**config.mk**
```make
export PLATFORM = sky130hd
export DESIGN_NAME = estop_packet_deframer_flat
export DESIGN_NICKNAME = d
export VERILOG_FILES = /design/src/design/estop_pkg.sv /design/src/design/estop_if.sv /design/src/design/estop_packet_deframer.sv /design/src/flat_wrapper.sv
export SDC_FILE = /design/constraint.sdc
export NUM_CORES = 1
export LEC_CHECK = 0
export BUFFER_PORTS_ARGS = -buffer_cell sky130_fd_sc_hd__buf_2
export CAP_MARGIN = 40
export CORE_MARGIN = 5
export CORE_UTILIZATION = 56
export DETAILED_ROUTE_END_ITERATION = 12
export PLACE_DENSITY = 0.88
export SYNTH_ARGS = -nofsm -noshare
export SYNTH_HDL_FRONTEND = slang
export SYNTH_SLANG_ARGS = --single-unit
```
**constraint.sdc**
```tcl
create_clock -name clk -period 5.9 [get_ports clk]
set_input_delay 0 -clock clk [delete_from_list [all_inputs] [get_ports clk]]
set_output_delay 0 -clock clk [all_outputs]
set_load 0.01 [all_outputs]
```
**src/design/estop_pkg.sv**
```systemverilog
// ----------------------------------------------------------------------------
// estop_pkg
// Shared widths, codes and constants of the e-stop command packet deframer.
// ----------------------------------------------------------------------------
package estop_pkg;

  localparam int BYTE_W = 8;
  localparam int SEQ_W  = 16;
  localparam int POS_W  = 3;
  localparam int PHASE_W = 2;

  // Reset value of the start marker register: ASCII 'f'.
  localparam logic [BYTE_W-1:0] START_MARKER_RESET = 8'h66;

  // The only length byte that is accepted.
  localparam logic [BYTE_W-1:0] PACKET_LENGTH = 8'd7;

  // The check byte is this value minus the low byte of the running sum.
  localparam logic [BYTE_W-1:0] CHECK_BASE = 8'hFF;

  // Parser phases.
  localparam logic [PHASE_W-1:0] PH_HUNT    = 2'd0;
  localparam logic [PHASE_W-1:0] PH_LENGTH  = 2'd1;
  localparam logic [PHASE_W-1:0] PH_COLLECT = 2'd2;

  // Byte positions within a packet.
  localparam logic [POS_W-1:0] POS_NONE   = 3'd0;
  localparam logic [POS_W-1:0] POS_LENGTH = 3'd1;
  localparam logic [POS_W-1:0] POS_ESTOP  = 3'd2;
  localparam logic [POS_W-1:0] POS_LIGHT  = 3'd3;
  localparam logic [POS_W-1:0] POS_SEQ_LO = 3'd4;
  localparam logic [POS_W-1:0] POS_SEQ_HI = 3'd5;
  localparam logic [POS_W-1:0] POS_CHECK  = 3'd6;

endpackage

```
**src/design/estop_if.sv**
```systemverilog
// ----------------------------------------------------------------------------
// estop_if
// Valid/ready channels of the deframer: received bytes, decoded packets and
// the start marker register write.
// ----------------------------------------------------------------------------
interface estop_in_if;
  logic                           valid;
  logic                           ready;
  logic [estop_pkg::BYTE_W-1:0]   rx_byte;

  modport source (output valid, output rx_byte, input ready);
  modport sink   (input valid, input rx_byte, output ready);
endinterface

interface estop_out_if;
  logic                           valid;
  logic                           ready;
  logic [estop_pkg::BYTE_W-1:0]   estop_code;
  logic [estop_pkg::BYTE_W-1:0]   light_code;
  logic [estop_pkg::SEQ_W-1:0]    sequence_number;
  logic                           relay_drive;
  logic                           lamp_drive;

  modport source (output valid, output estop_code, output light_code,
                  output sequence_number, output relay_drive, output lamp_drive,
                  input ready);
  modport sink   (input valid, input estop_code, input light_code,
                  input sequence_number, input relay_drive, input lamp_drive,
                  output ready);
endinterface

interface estop_cfg_if;
  logic                           valid;
  logic                           ready;
  logic [estop_pkg::BYTE_W-1:0]   data;

  modport source (output valid, output data, input ready);
  modport sink   (input valid, input data, output ready);
endinterface

```
**src/design/estop_packet_deframer.sv**
```systemverilog
// ----------------------------------------------------------------------------
// estop_packet_deframer
// Finds seven-byte e-stop command packets in a received byte stream.
// ----------------------------------------------------------------------------
// The block takes one received byte per clock cycle while not stalled and
// returns one request on the result channel for every valid packet: start
// marker, length 7, e-stop byte, light byte, sequence number (low byte
// first) and a check byte equal to 0xFF minus the low byte of the sum of
// the six bytes before it. A byte is registered on arrival and parsed from
// the input register; a finished result is then registered in the result
// register and offered from there. The sustained rate is one byte per cycle
// while the result side does not hold the parser back.
// Input and result registers decouple the two sides: a byte is still taken
// while a finished result waits, and the parser only pauses when a result
// is waiting and the result register cannot be freed. Failed packets leave
// no trace on the result channel. The start marker is written over the
// configuration channel, which is always ready, and resets to ASCII 'f'.
// ----------------------------------------------------------------------------
module estop_packet_deframer (
  input  logic               clk,
  input  logic               rst_n,
  estop_in_if.sink           in_chan,
  estop_out_if.source        out_chan,
  estop_cfg_if.sink          cfg_chan
);

  // Configuration register.
  logic [estop_pkg::BYTE_W-1:0]  start_marker_r;

  // Input register.
  logic                          in_valid_r;
  logic [estop_pkg::BYTE_W-1:0]  in_byte_r;

  // Parser state.
  logic [estop_pkg::PHASE_W-1:0] phase_r, phase_nxt;
  logic [estop_pkg::POS_W-1:0]   pos_r, pos_nxt;
  logic [estop_pkg::BYTE_W-1:0]  sum_r, sum_nxt;
  logic [estop_pkg::BYTE_W-1:0]  estop_r, estop_nxt;
  logic [estop_pkg::BYTE_W-1:0]  light_r, light_nxt;
  logic [estop_pkg::SEQ_W-1:0]   seq_r, seq_nxt;

  // Result register.
  logic                          out_valid_r;
  logic [estop_pkg::BYTE_W-1:0]  out_estop_r;
  logic [estop_pkg::BYTE_W-1:0]  out_light_r;
  logic [estop_pkg::SEQ_W-1:0]   out_seq_r;

  logic                          proc_go;
  logic                          result_ok;
  logic [estop_pkg::BYTE_W-1:0]  expected;

  // The parser advances when a byte is held and the result register is
  // either empty or being emptied in this cycle.
  assign proc_go         = in_valid_r && (!out_valid_r || out_chan.ready);
  assign in_chan.ready   = !in_valid_r || proc_go;
  assign cfg_chan.ready  = 1'b1;

  assign expected = estop_pkg::CHECK_BASE - sum_r;

  // Next state of the parser for the byte held in the input register.
  always_comb begin
    phase_nxt = phase_r;
    pos_nxt   = pos_r;
    sum_nxt   = sum_r;
    estop_nxt = estop_r;
    light_nxt = light_r;
    seq_nxt   = seq_r;
    result_ok = 1'b0;
    case (phase_r)
      estop_pkg::PH_HUNT: begin
        if (in_byte_r == start_marker_r) begin
          phase_nxt = estop_pkg::PH_LENGTH;
          pos_nxt   = estop_pkg::POS_LENGTH;
          sum_nxt   = in_byte_r;
        end
      end
      estop_pkg::PH_LENGTH: begin
        // A bad length byte is dropped; it is not tried as a start marker.
        if (in_byte_r != estop_pkg::PACKET_LENGTH) begin
          phase_nxt = estop_pkg::PH_HUNT;
          pos_nxt   = estop_pkg::POS_NONE;
          sum_nxt   = '0;
        end else begin
          phase_nxt = estop_pkg::PH_COLLECT;
          pos_nxt   = estop_pkg::POS_ESTOP;
          sum_nxt   = sum_r + in_byte_r;
        end
      end
      estop_pkg::PH_COLLECT: begin
        if (pos_r == estop_pkg::POS_CHECK) begin
          phase_nxt = estop_pkg::PH_HUNT;
          pos_nxt   = estop_pkg::POS_NONE;
          sum_nxt   = '0;
          result_ok = (in_byte_r == expected);
        end else begin
          sum_nxt = sum_r + in_byte_r;
          pos_nxt = pos_r + 3'd1;
          case (pos_r)
            estop_pkg::POS_ESTOP:  estop_nxt = in_byte_r;
            estop_pkg::POS_LIGHT:  light_nxt = in_byte_r;
            estop_pkg::POS_SEQ_LO: seq_nxt   = {seq_r[15:8], in_byte_r};
            default:               seq_nxt   = {in_byte_r, seq_r[7:0]};
          endcase
        end
      end
      default: begin
        phase_nxt = estop_pkg::PH_HUNT;
        pos_nxt   = estop_pkg::POS_NONE;
        sum_nxt   = '0;
      end
    endcase
  end

  // Control registers.
  always_ff @(posedge clk) begin
    if (!rst_n) begin
      start_marker_r <= estop_pkg::START_MARKER_RESET;
      in_valid_r     <= 1'b0;
      phase_r        <= estop_pkg::PH_HUNT;
      pos_r          <= estop_pkg::POS_NONE;
      sum_r          <= '0;
      out_valid_r    <= 1'b0;
    end else begin
      if (cfg_chan.valid) begin
        start_marker_r <= cfg_chan.data;
      end
      if (in_chan.ready) begin
        in_valid_r <= in_chan.valid;
      end
      if (proc_go) begin
        phase_r <= phase_nxt;
        pos_r   <= pos_nxt;
        sum_r   <= sum_nxt;
      end
      if (proc_go) begin
        out_valid_r <= result_ok;
      end else if (out_chan.ready) begin
        out_valid_r <= 1'b0;
      end
    end
  end

  // Payload registers need no reset.
  always_ff @(posedge clk) begin
    if (in_chan.valid && in_chan.ready) begin
      in_byte_r <= in_chan.rx_byte;
    end
    if (proc_go) begin
      estop_r <= estop_nxt;
      light_r <= light_nxt;
      seq_r   <= seq_nxt;
    end
    if (proc_go && result_ok) begin
      out_estop_r <= estop_r;
      out_light_r <= light_r;
      out_seq_r   <= seq_r;
    end
  end

  assign out_chan.valid           = out_valid_r;
  assign out_chan.estop_code      = out_estop_r;
  assign out_chan.light_code      = out_light_r;
  assign out_chan.sequence_number = out_seq_r;
  assign out_chan.relay_drive     = (out_estop_r == '0);
  assign out_chan.lamp_drive      = (out_light_r == '0);

  // While hunting, the position and running sum stay cleared.
  a_hunt_clear : assert property (@(posedge clk) disable iff (!rst_n)
    (phase_r == estop_pkg::PH_HUNT) |-> (pos_r == estop_pkg::POS_NONE && sum_r == '0))
    else $error("hunt phase with stale position or sum");

  // The length phase always sits at the length position.
  a_length_pos : assert property (@(posedge clk) disable iff (!rst_n)
    (phase_r == estop_pkg::PH_LENGTH) |-> (pos_r == estop_pkg::POS_LENGTH))
    else $error("length phase at wrong position");

  // Collection stays between the e-stop byte and the check byte.
  a_collect_pos : assert property (@(posedge clk) disable iff (!rst_n)
    (phase_r == estop_pkg::PH_COLLECT) |->
      (pos_r >= estop_pkg::POS_ESTOP && pos_r <= estop_pkg::POS_CHECK))
    else $error("collect phase position out of range");

  // A passing check byte always lands in the result register.
  a_result_loaded : assert property (@(posedge clk) disable iff (!rst_n)
    (proc_go && result_ok) |=> out_valid_r)
    else $error("valid packet lost");

endmodule

```
**src/flat_wrapper.sv**
```systemverilog
// flat-port wrapper written by rule: the top's interface ports become plain ports
module estop_packet_deframer_flat 
  (clk, rst_n, in_chan_valid, in_chan_rx_byte, in_chan_ready, out_chan_valid, out_chan_estop_code, out_chan_light_code, out_chan_sequence_number, out_chan_relay_drive, out_chan_lamp_drive, out_chan_ready, cfg_chan_valid, cfg_chan_data, cfg_chan_ready);
  estop_in_if in_chan_i ();
  estop_out_if out_chan_i ();
  estop_cfg_if cfg_chan_i ();
  input  logic clk;
  input  logic rst_n;
  input wire logic [$bits(in_chan_i.valid)-1:0] in_chan_valid;
  input wire logic [$bits(in_chan_i.rx_byte)-1:0] in_chan_rx_byte;
  output wire logic [$bits(in_chan_i.ready)-1:0] in_chan_ready;
  output wire logic [$bits(out_chan_i.valid)-1:0] out_chan_valid;
  output wire logic [$bits(out_chan_i.estop_code)-1:0] out_chan_estop_code;
  output wire logic [$bits(out_chan_i.light_code)-1:0] out_chan_light_code;
  output wire logic [$bits(out_chan_i.sequence_number)-1:0] out_chan_sequence_number;
  output wire logic [$bits(out_chan_i.relay_drive)-1:0] out_chan_relay_drive;
  output wire logic [$bits(out_chan_i.lamp_drive)-1:0] out_chan_lamp_drive;
  input wire logic [$bits(out_chan_i.ready)-1:0] out_chan_ready;
  input wire logic [$bits(cfg_chan_i.valid)-1:0] cfg_chan_valid;
  input wire logic [$bits(cfg_chan_i.data)-1:0] cfg_chan_data;
  output wire logic [$bits(cfg_chan_i.ready)-1:0] cfg_chan_ready;
  assign in_chan_i.valid = in_chan_valid;
  assign in_chan_i.rx_byte = in_chan_rx_byte;
  assign in_chan_ready = in_chan_i.ready;
  assign out_chan_valid = out_chan_i.valid;
  assign out_chan_estop_code = out_chan_i.estop_code;
  assign out_chan_light_code = out_chan_i.light_code;
  assign out_chan_sequence_number = out_chan_i.sequence_number;
  assign out_chan_relay_drive = out_chan_i.relay_drive;
  assign out_chan_lamp_drive = out_chan_i.lamp_drive;
  assign out_chan_i.ready = out_chan_ready;
  assign cfg_chan_i.valid = cfg_chan_valid;
  assign cfg_chan_i.data = cfg_chan_data;
  assign cfg_chan_ready = cfg_chan_i.ready;
  estop_packet_deframer u_core (.clk(clk), .rst_n(rst_n), .in_chan(in_chan_i), .out_chan(out_chan_i), .cfg_chan(cfg_chan_i));
endmodule
```
-- Yosys cells after proc, flatten, opt, wreduce, memory -nomap -nowiden
Cells that the tools add are included.
- add/subtract/negate cells: 3
- equal/unequal tests: 11
- muxes and demuxes: 17
- bitwise gates (word level): 3
- reductions and logical operators: 18
- operators by type and width (cell ; count):
    $pmux 16 s2 ; 1
    $mux 8 ; 3
    $pmux 8 s3 ; 1
    $eq 8x8->1 ; 2
    $logic_not 8->1 ; 2
    $reduce_and 5->1 ; 2
    $pmux 3 s3 ; 1
    $add 8x8->8 ; 1
    $mux 2 ; 4
    $ne 8x3->1 const B ; 1
    $reduce_and 4->1 ; 2
    $sub 8x8->8 const A ; 1
    $eq 3x2->1 const B ; 2
    $eq 3x3->1 const B ; 2
    $mux 3 ; 2
    $pmux 2 s3 ; 1
    $mux 1 ; 4
    $ne 2x1->1 const B ; 2
    $add 3x1->3 const B ; 1
    $logic_and 1x1->1 ; 3
    $not 1->1 ; 3
    $reduce_and 3->1 ; 1
    $eq 2x1->1 const B ; 1
    $eq 2x2->1 const B ; 1
    other kinds (6) ; 8
- flip-flop bits (word level): 95
- input port bits: 21
- output and inout bits: 37
- logic and storage cells: 66

-- Depth between registers and ports, before layout
Gate-level depths: netlist of the first run.
- word-level depth: 5
- gate-level depth with buffers: 7
- depth with buffers taken out: 7

-- Least setup slack after synthesis of the first run
Ideal clock, no wire load.
- path kind: flip-flop to flip-flop
- start point: reg u_core.in_byte_r[4] (netlist name)
- end point: reg u_core.out_estop_r (netlist bit u_core.out_chan.estop_code[0]) (enable)
- library setup time: 0.505 ns
- arrival time: 4.175 ns
- required time: 5.395 ns
- path slack: 1.221 ns
- cell stages (with the launch flop): 5
- path buffers: 1
- clock period less this slack: 4.679 ns
- path through: edfxtp_1 > ha_1 > buf_2 > nand4_1 > nor4_1
- longest elaborated chain between the ends: 4
- RTL lines (element ; line ; source):
    from (decl) ; estop_packet_deframer.sv:32 ; logic [estop_pkg::BYTE_W-1:0] in_byte_r;
    from (signal assigned) ; estop_packet_deframer.sv:146 ; in_byte_r <= in_chan.rx_byte;
    $eq 8x8->1 ; estop_packet_deframer.sv:94 ; result_ok = (in_byte_r == expected);
    $mux 1 ; estop_packet_deframer.sv:90 ; if (pos_r == estop_pkg::POS_CHECK) begin
    $mux 1 ; estop_packet_deframer.sv:69 ; case (phase_r)
    $logic_and 1x1->1 ; estop_packet_deframer.sv:153 ; if (proc_go && result_ok) begin
    to (signal assigned) ; estop_packet_deframer.sv:154 ; out_estop_r <= estop_r;
    to (decl) ; estop_packet_deframer.sv:44 ; logic [estop_pkg::BYTE_W-1:0] out_estop_r;
No other way between the ends.
A chain may end at the register's enable or synchronous reset.

-- Worst setup path in the final report of the first run
- start point: reg u_core.in_byte_r[4] (netlist name)
- end point: reg u_core.out_valid_r, in the netlist u_core.out_chan.valid
- longest elaborated chain between the ends: 4
- RTL lines (element ; line ; source):
    $eq 8x8->1 ; estop_packet_deframer.sv:94 ;
    $mux 1 ; estop_packet_deframer.sv:90 ;
    $mux 1 ; estop_packet_deframer.sv:69 ;
    $mux 1 ; estop_packet_deframer.sv:135 ; if (proc_go) begin
    to (signal assigned) ; estop_packet_deframer.sv:136 ; out_valid_r <= result_ok;
    to (decl) ; estop_packet_deframer.sv:43 ; logic out_valid_r;
No other way between the ends.

==> results of run 1 <==
cell usage after synthesis, types with 3 or more instances:
cell type  number
a21o_1          3
a21oi_1         7
a22oi_1         6
and2_1         13
and3_1          4
clkbuf_1        4
dfxtp_1        23
edfxtp_1       72
ha_1            8
inv_1           3
mux2i_1         8
nand2_1        13
nand3_1         5
nand4_1         3
nor2_1         12
nor2b_1        10
o2bb2ai_1       7
or4_1           4
xnor2_1         3
xor2_1         11
path summary, 6_finish.rpt:
check | startpoint | end | cells after the start
setup / recovery | u_core.in_byte_r[4]$_DFFE_PP_ | u_core.out_chan.valid$_SDFFE_PN0P_ | 6
hold / removal | rst_n | u_core.pos_r[0]$_SDFFE_PN0P_ | 2
setup reg to reg | u_core.in_byte_r[4]$_DFFE_PP_ | u_core.out_chan.valid$_SDFFE_PN0P_ | 6
hold reg to reg | u_core.seq_r[4]$_DFFE_PP_ | u_core.out_chan.sequence_number[4]$_DFFE_PP_ | 0
per-layer routing:
layer / GRT usage / share of wire / wire (um)
met1: 0.230 / 0.40 / 3030
met2: 0.309 / 0.52 / 3950
met3: 0.0512 / 0.069 / 523
met4: 0.0854 / 0.013 / 102
met5: 0 / 0 / 0
layout by cell type (no fill, tap or decap), drive strengths merged, types with 3 or more instances in the layout:
| master | instances |
|---|---|
| or4 | 4 |
| dlygate4sd3 | 24 |
| xor2 | 11 |
| and2 | 13 |
| nand4 | 3 |
| nand3 | 5 |
| xnor2 | 3 |
| inv | 6 |
| a21oi | 7 |
| nand2 | 13 |
| nor2 | 12 |
| o2bb2ai | 7 |
| edfxtp | 72 |
| clkinv | 4 |
| nor4 | 4 |
| a21o | 3 |
| dfxtp | 23 |
| mux2i | 8 |
| a22oi | 6 |
| clkbuf | 9 |
| nor2b | 10 |
| o21ai | 3 |
| buf | 60 |
| ha | 8 |
| and3 | 4 |
metrics by stage:
stage	area, um2	instances
global placement	4170	389
global route	4610	431
detailed placement	4180	391
CTS	4610	431
floorplan	3790	257
finish	4610	431
where the power goes:
part | total, mW | internal (mW) | switching, mW | leakage (nW)
sequential | 0.739 | 0.723 | 0.0161 | 0.883
clock | 0.412 | 0.165 | 0.246 | 0.0966
combinational | 0.0645 | 0.0330 | 0.0315 | 0.857
layout make-up:
cell class / instances / area, um2
clock buffer: 9 / 124
tap: 80 / 100
timing repair buffer: 84 / 546
fill: 456 / 2070
sequential: 95 / 2620
multi-input combinational: 152 / 1130
inverter: 4 / 15.0
clock inverter: 7 / 72.6
cell families after synthesis:
kind of cell	Yosys count	share of synthesized area
flops	95	0.692
simple gates	80	0.126
compound gates	39	0.0822
xor+xnor	14	0.0323
buf+inv	10	0.0112
fa+ha+maj	9	0.0317
mux	9	0.0241
other cells	1	0.000989
timing repair:
| item | in CTS | in global routing |
|---|---|---|
| buffers inserted | 0 | 0 |
| gates resized for setup | 0 | 0 |
| hold buffers | 24 | 0 |
| hold endpoints to repair | 18 | 0 |
flip-flops by register name (all words and copies together), names as in the netlist:
register / cells
u_core.out_chan.sequence_number: 16
u_core.seq_r: 16
u_core.estop_r: 8
u_core.in_byte_r: 8
u_core.light_r: 8
u_core.out_chan.estop_code: 8
u_core.out_chan.light_code: 8
u_core.start_marker_r: 8
u_core.sum_r: 8
u_core.pos_r: 3
u_core.phase_r: 2
u_core.in_valid_r: 1
u_core.out_chan.valid: 1
critical path, stage by stage (launching register included):
cell	delay, ns
edfxtp_1	0.56
ha_1	0.50
nand4_1	0.17
nor4_2	0.26
buf_4	0.42
o21a_1	0.16
dlygate4sd3_1	0.53
==> summary.txt, run 1 <==
Crit. End Element: register
GP Congestion: 0.969
Crit path DAT: 2.98 ns
Core Box Area: 6680 um2
Util after Layout: 0.690
Setup-failing EPs final: 0
I/O pins: 58
Register-to-register setup slack: 3.24 ns
Port Buffers: 56
Nets: 376
Status: finished clean
Skew-Pair Late Insertion Delay: 0.37 ns
Pins Over Slew Limit: 0
Worst setup margin: 3.24 ns
Main synth FF type: edfxtp_1
Drt drc: 0
Sequential area share after synthesis: 0.692
Final Hold Viols: 0
Initial antenna violation count: 0
GR Util All Layers: 0.187
Tightest Pin Transition: 0.800 ns
Top cells by area, synth: edfxtp_1 (57%), dfxtp_1 (12%), ha_1 (2.6%)
Maximum clock frequency: 376 MHz
Yosys top cell by area: edfxtp_1
WL final: 7600 um
Syn avg cell area: 14.8 um2
Final Critical Period: 2.66 ns
Fin crit share: 0.451
Hold crit path type: in -> reg
Mapped Area: 3790 um2
TritonRoute pass-1 iters: 5
CTS clk-pin slew, worst paths: 0.10 ns
Detail Placement HPWL: 4950 um
Max-cap check violation count: 0
Post-route ant nets: 0
EDFF count, synth: 72
Clk buf depth: 2
Initial DRC Count: 152
Syn-to-layout area delta: 21.6%
Largest net degree at the start of global routing: 34
Rel. slew slack: 0.465
CTS tree: yes
Starting Density: 0.568
Total CTS buffers: 9
Die Ht: 92.3 um
Gate Count Post-Synth: 257
Yosys Warn Count: 0
GRT overflow: 0
RSZ-0062 raised after global routing: false
Total Power: 1.22 mW
Final setup TNS: 0 ns
CP startpoint kind: register
Cell variety after synth: 50
Post-synthesis net count: 287
Clock Root Buffer: clkbuf_8
First-pass GRT wire length: 12100 um
Crit Path Max Fanout: 33
Kind of critical path: reg -> reg
Pre-CTS setup slack: 3.71 ns
Die width: 92.3 um
Hold WS: 0.0431 ns
Top cell type's share of synthesized area: 0.570
Worst VDD drop: 0.169 mV
Synth Register Bits: 95
Vias per cell: 5.74
WP data required: 6.22 ns
Clk sinks: 95
Clock skew: 0.0139 ns
Cell Pwr Density: 263 nW/um2
Via count: 2475
DR WL/cell: 17.6 um
Share of cells above drive strength 1: 0.239
Number of global-route vias before repair: 2448
ANT cells: 0
Post-synthesis async set-or-reset flop share: 0
Placement row count: 30
H-tree Lvls: 3
DIE AREA: 8520 um2
Leakage: 1.84 nW
No activity file was read; power rests on OpenSTA's default activity.
==> run 2, diff against run 1 <==
==> constraint.sdc (replaced) <==
create_clock -name clk -period 2.45 [get_ports clk]
set_input_delay 0 -clock clk [delete_from_list [all_inputs] [get_ports clk]]
set_output_delay 0 -clock clk [all_outputs]
set_load 0.01 [all_outputs]
==> summary.txt, run 2 (synthesized netlist as in run 1, its figures left out) <==
Kind of critical path: reg -> reg
DIE AREA: 8520 um2 (unchanged)
Placement row count: 30 (unchanged)
Sequential power share: 0.595 (-0.013)
Final Hold Viols: 0 (unchanged)
Syn-to-layout area delta: 23.4%
PostCTS Resize Cnt: 0 (unchanged)
Crit. End Element: register
Net Sw Frac: 0.222 (-0.0197)
Post-CTS Setup Bufs: 0 (unchanged)
Register Area: 2620 um2 (unchanged)
GRT overflow: 0 (unchanged)
Detail Placement HPWL: 5270 um (+6.5%)
Sw Pwr: 660 uW (+120%)
ANT cells: 0 (unchanged)
Drt drc: 0 (unchanged)
Area of the multi-input gates: 1150 um2 (+1.9%)
Util after Layout: 0.701 (+0.0101)
Port Buffers: 56 (unchanged)
Crit path DAT: 2.33 ns (-0.65 ns)
Non-filler cells, final: 435 (+0.93%)
Setup-failing EPs final: 0 (unchanged)
Max-cap check violation count: 0 (unchanged)
Vias per cell: 5.57 (-3.0%)
Pins Over Slew Limit: 0 (unchanged)
Initial antenna violation count: 0 (unchanged)
FILL cells: 440 (-3.5%)
DR WL/cell: 17.8 um (+1.1%)
Clk buf depth: 2 (unchanged)
Number of global-route vias before repair: 2511 (+2.6%)
Via count: 2423 (-2.1%)
I/O pins: 58 (unchanged)
Commonest non-fill, non-tap cells in the layout: edfxtp_1 (72), buf_2 (56), dfxtp_1 (23)
WL final: 7760 um (+2.0%)
Die Ht: 92.3 um (unchanged)
Total CTS buffers: 9 (unchanged)
Hold crit path type: in -> reg
RSZ-0062 raised after global routing: false
Clk pwr share: 0.346 (+0.007)
Clk sinks: 95 (unchanged)
Die width: 92.3 um (unchanged)
Skew-Pair Late Insertion Delay: 0.36 ns (about the same)
Cell Pwr Density: 635 nW/um2 (+140%)
Leakage: 1.87 nW (+2.0%)
Core Box Area: 6680 um2 (unchanged)
Final Critical Period: 2.06 ns (-0.602 ns)
CP startpoint kind: register
Maximum clock frequency: 486 MHz (+29%)
Worst setup margin: 0.390 ns (-2.85 ns)
CTS tree: yes
Nets: 380 (+1.1%)
First-pass GRT wire length: 12600 um (+4.2%)
Fin crit share: 0.841 (+0.389)
Post-route ant nets: 0 (unchanged)
Placed Cells incl. Taps: 398 (+1.8%)
Clock Root Buffer: clkbuf_8
GP Congestion: 0.877 (-9.4%)
Gate power share: 0.059 (+0.006)
WP data required: 2.72 ns (-3.50 ns)
Largest net degree at the start of global routing: 33 (-2.9%)
Initial DRC Count: 174 (+14%)
Power Internal: 2.31 mW (+150%)
Crit Path Max Fanout: 8 (-76%)
CTS clk-pin slew, worst paths: 0.09 ns (about the same)
Pre-CTS setup slack: 0.451 ns (-3.26 ns)
H-tree Lvls: 3 (unchanged)
Share of cells above drive strength 1: 0.259 (+0.0198)
GR Util All Layers: 0.194 (+0.00662)
TritonRoute pass-1 iters: 5 (unchanged)
Worst VDD drop: 0.306 mV (+81%)
Most common cell after layout, fill and taps aside: edfxtp_1
Clock skew: 0.0129 ns (-0.00101 ns)
Status: finished clean
Hold-fix buffers at CTS: 21 (-13%)
Final setup TNS: 0 ns (unchanged)
Hold WS: 0.0269 ns (-0.0162 ns)
Starting Density: 0.568 (unchanged)
run 2: layer usage:
layer / part of all wire / GRT usage
met1: 0.41 / 0.237
met2: 0.52 / 0.336
met3: 0.062 / 0.0463
met4: 0.013 / 0.0693
met5: 0 / 0
run 2: power by group through the flow:
stage | combinational, mW | sequential [mW] | clock (mW)
after floorplan | 0.0939 | 1.80 | 0
after global placement | 0.144 | 1.80 | 0
after detailed placement | 0.147 | 1.81 | 0
after CTS | 0.174 | 1.77 | 1.05
after global routing | 0.191 | 1.77 | 1.13
final | 0.176 | 1.77 | 1.03
run 2: cell type report:
type	instances	area share
timing repair buffer	88	0.125
inverter	4	0.00321
clock buffer	9	0.0265
tap	80	0.0214
sequential	95	0.560
multi-input combinational	152	0.247
clock inverter	7	0.0168
run 2: path summary, 6_finish.rpt:
check	from	to	slack [ns]	depth (start not counted)
setup / recovery	u_core.in_byte_r[7]$_DFFE_PP_	u_core.sum_r[0]$_SDFFE_PN0P_	0.39	5
hold / removal	rst_n	u_core.out_chan.valid$_SDFFE_PN0P_	0.03	2
setup reg to reg	u_core.in_byte_r[7]$_DFFE_PP_	u_core.sum_r[0]$_SDFFE_PN0P_	0.39	5
hold reg to reg	u_core.seq_r[12]$_DFFE_PP_	u_core.out_chan.sequence_number[12]$_DFFE_PP_	0.42	0
run 2: metrics by stage:
step | instance area [um2] | power (mW)
after floorplan | 3820 | 1.89
after global placement | 4270 | 1.95
after detailed placement | 4270 | 1.95
after CTS | 4680 | 2.99
after global routing | 4680 | 3.09
final | 4680 | 2.97
run 2: worst max-delay path: stages, from the launching register on:
cell,delay (ns)
edfxtp_1,0.61
xor2_1,0.25
nor4_4,0.36
a21boi_2,0.15
a2111o_4,0.43
o2bb2ai_1,0.18
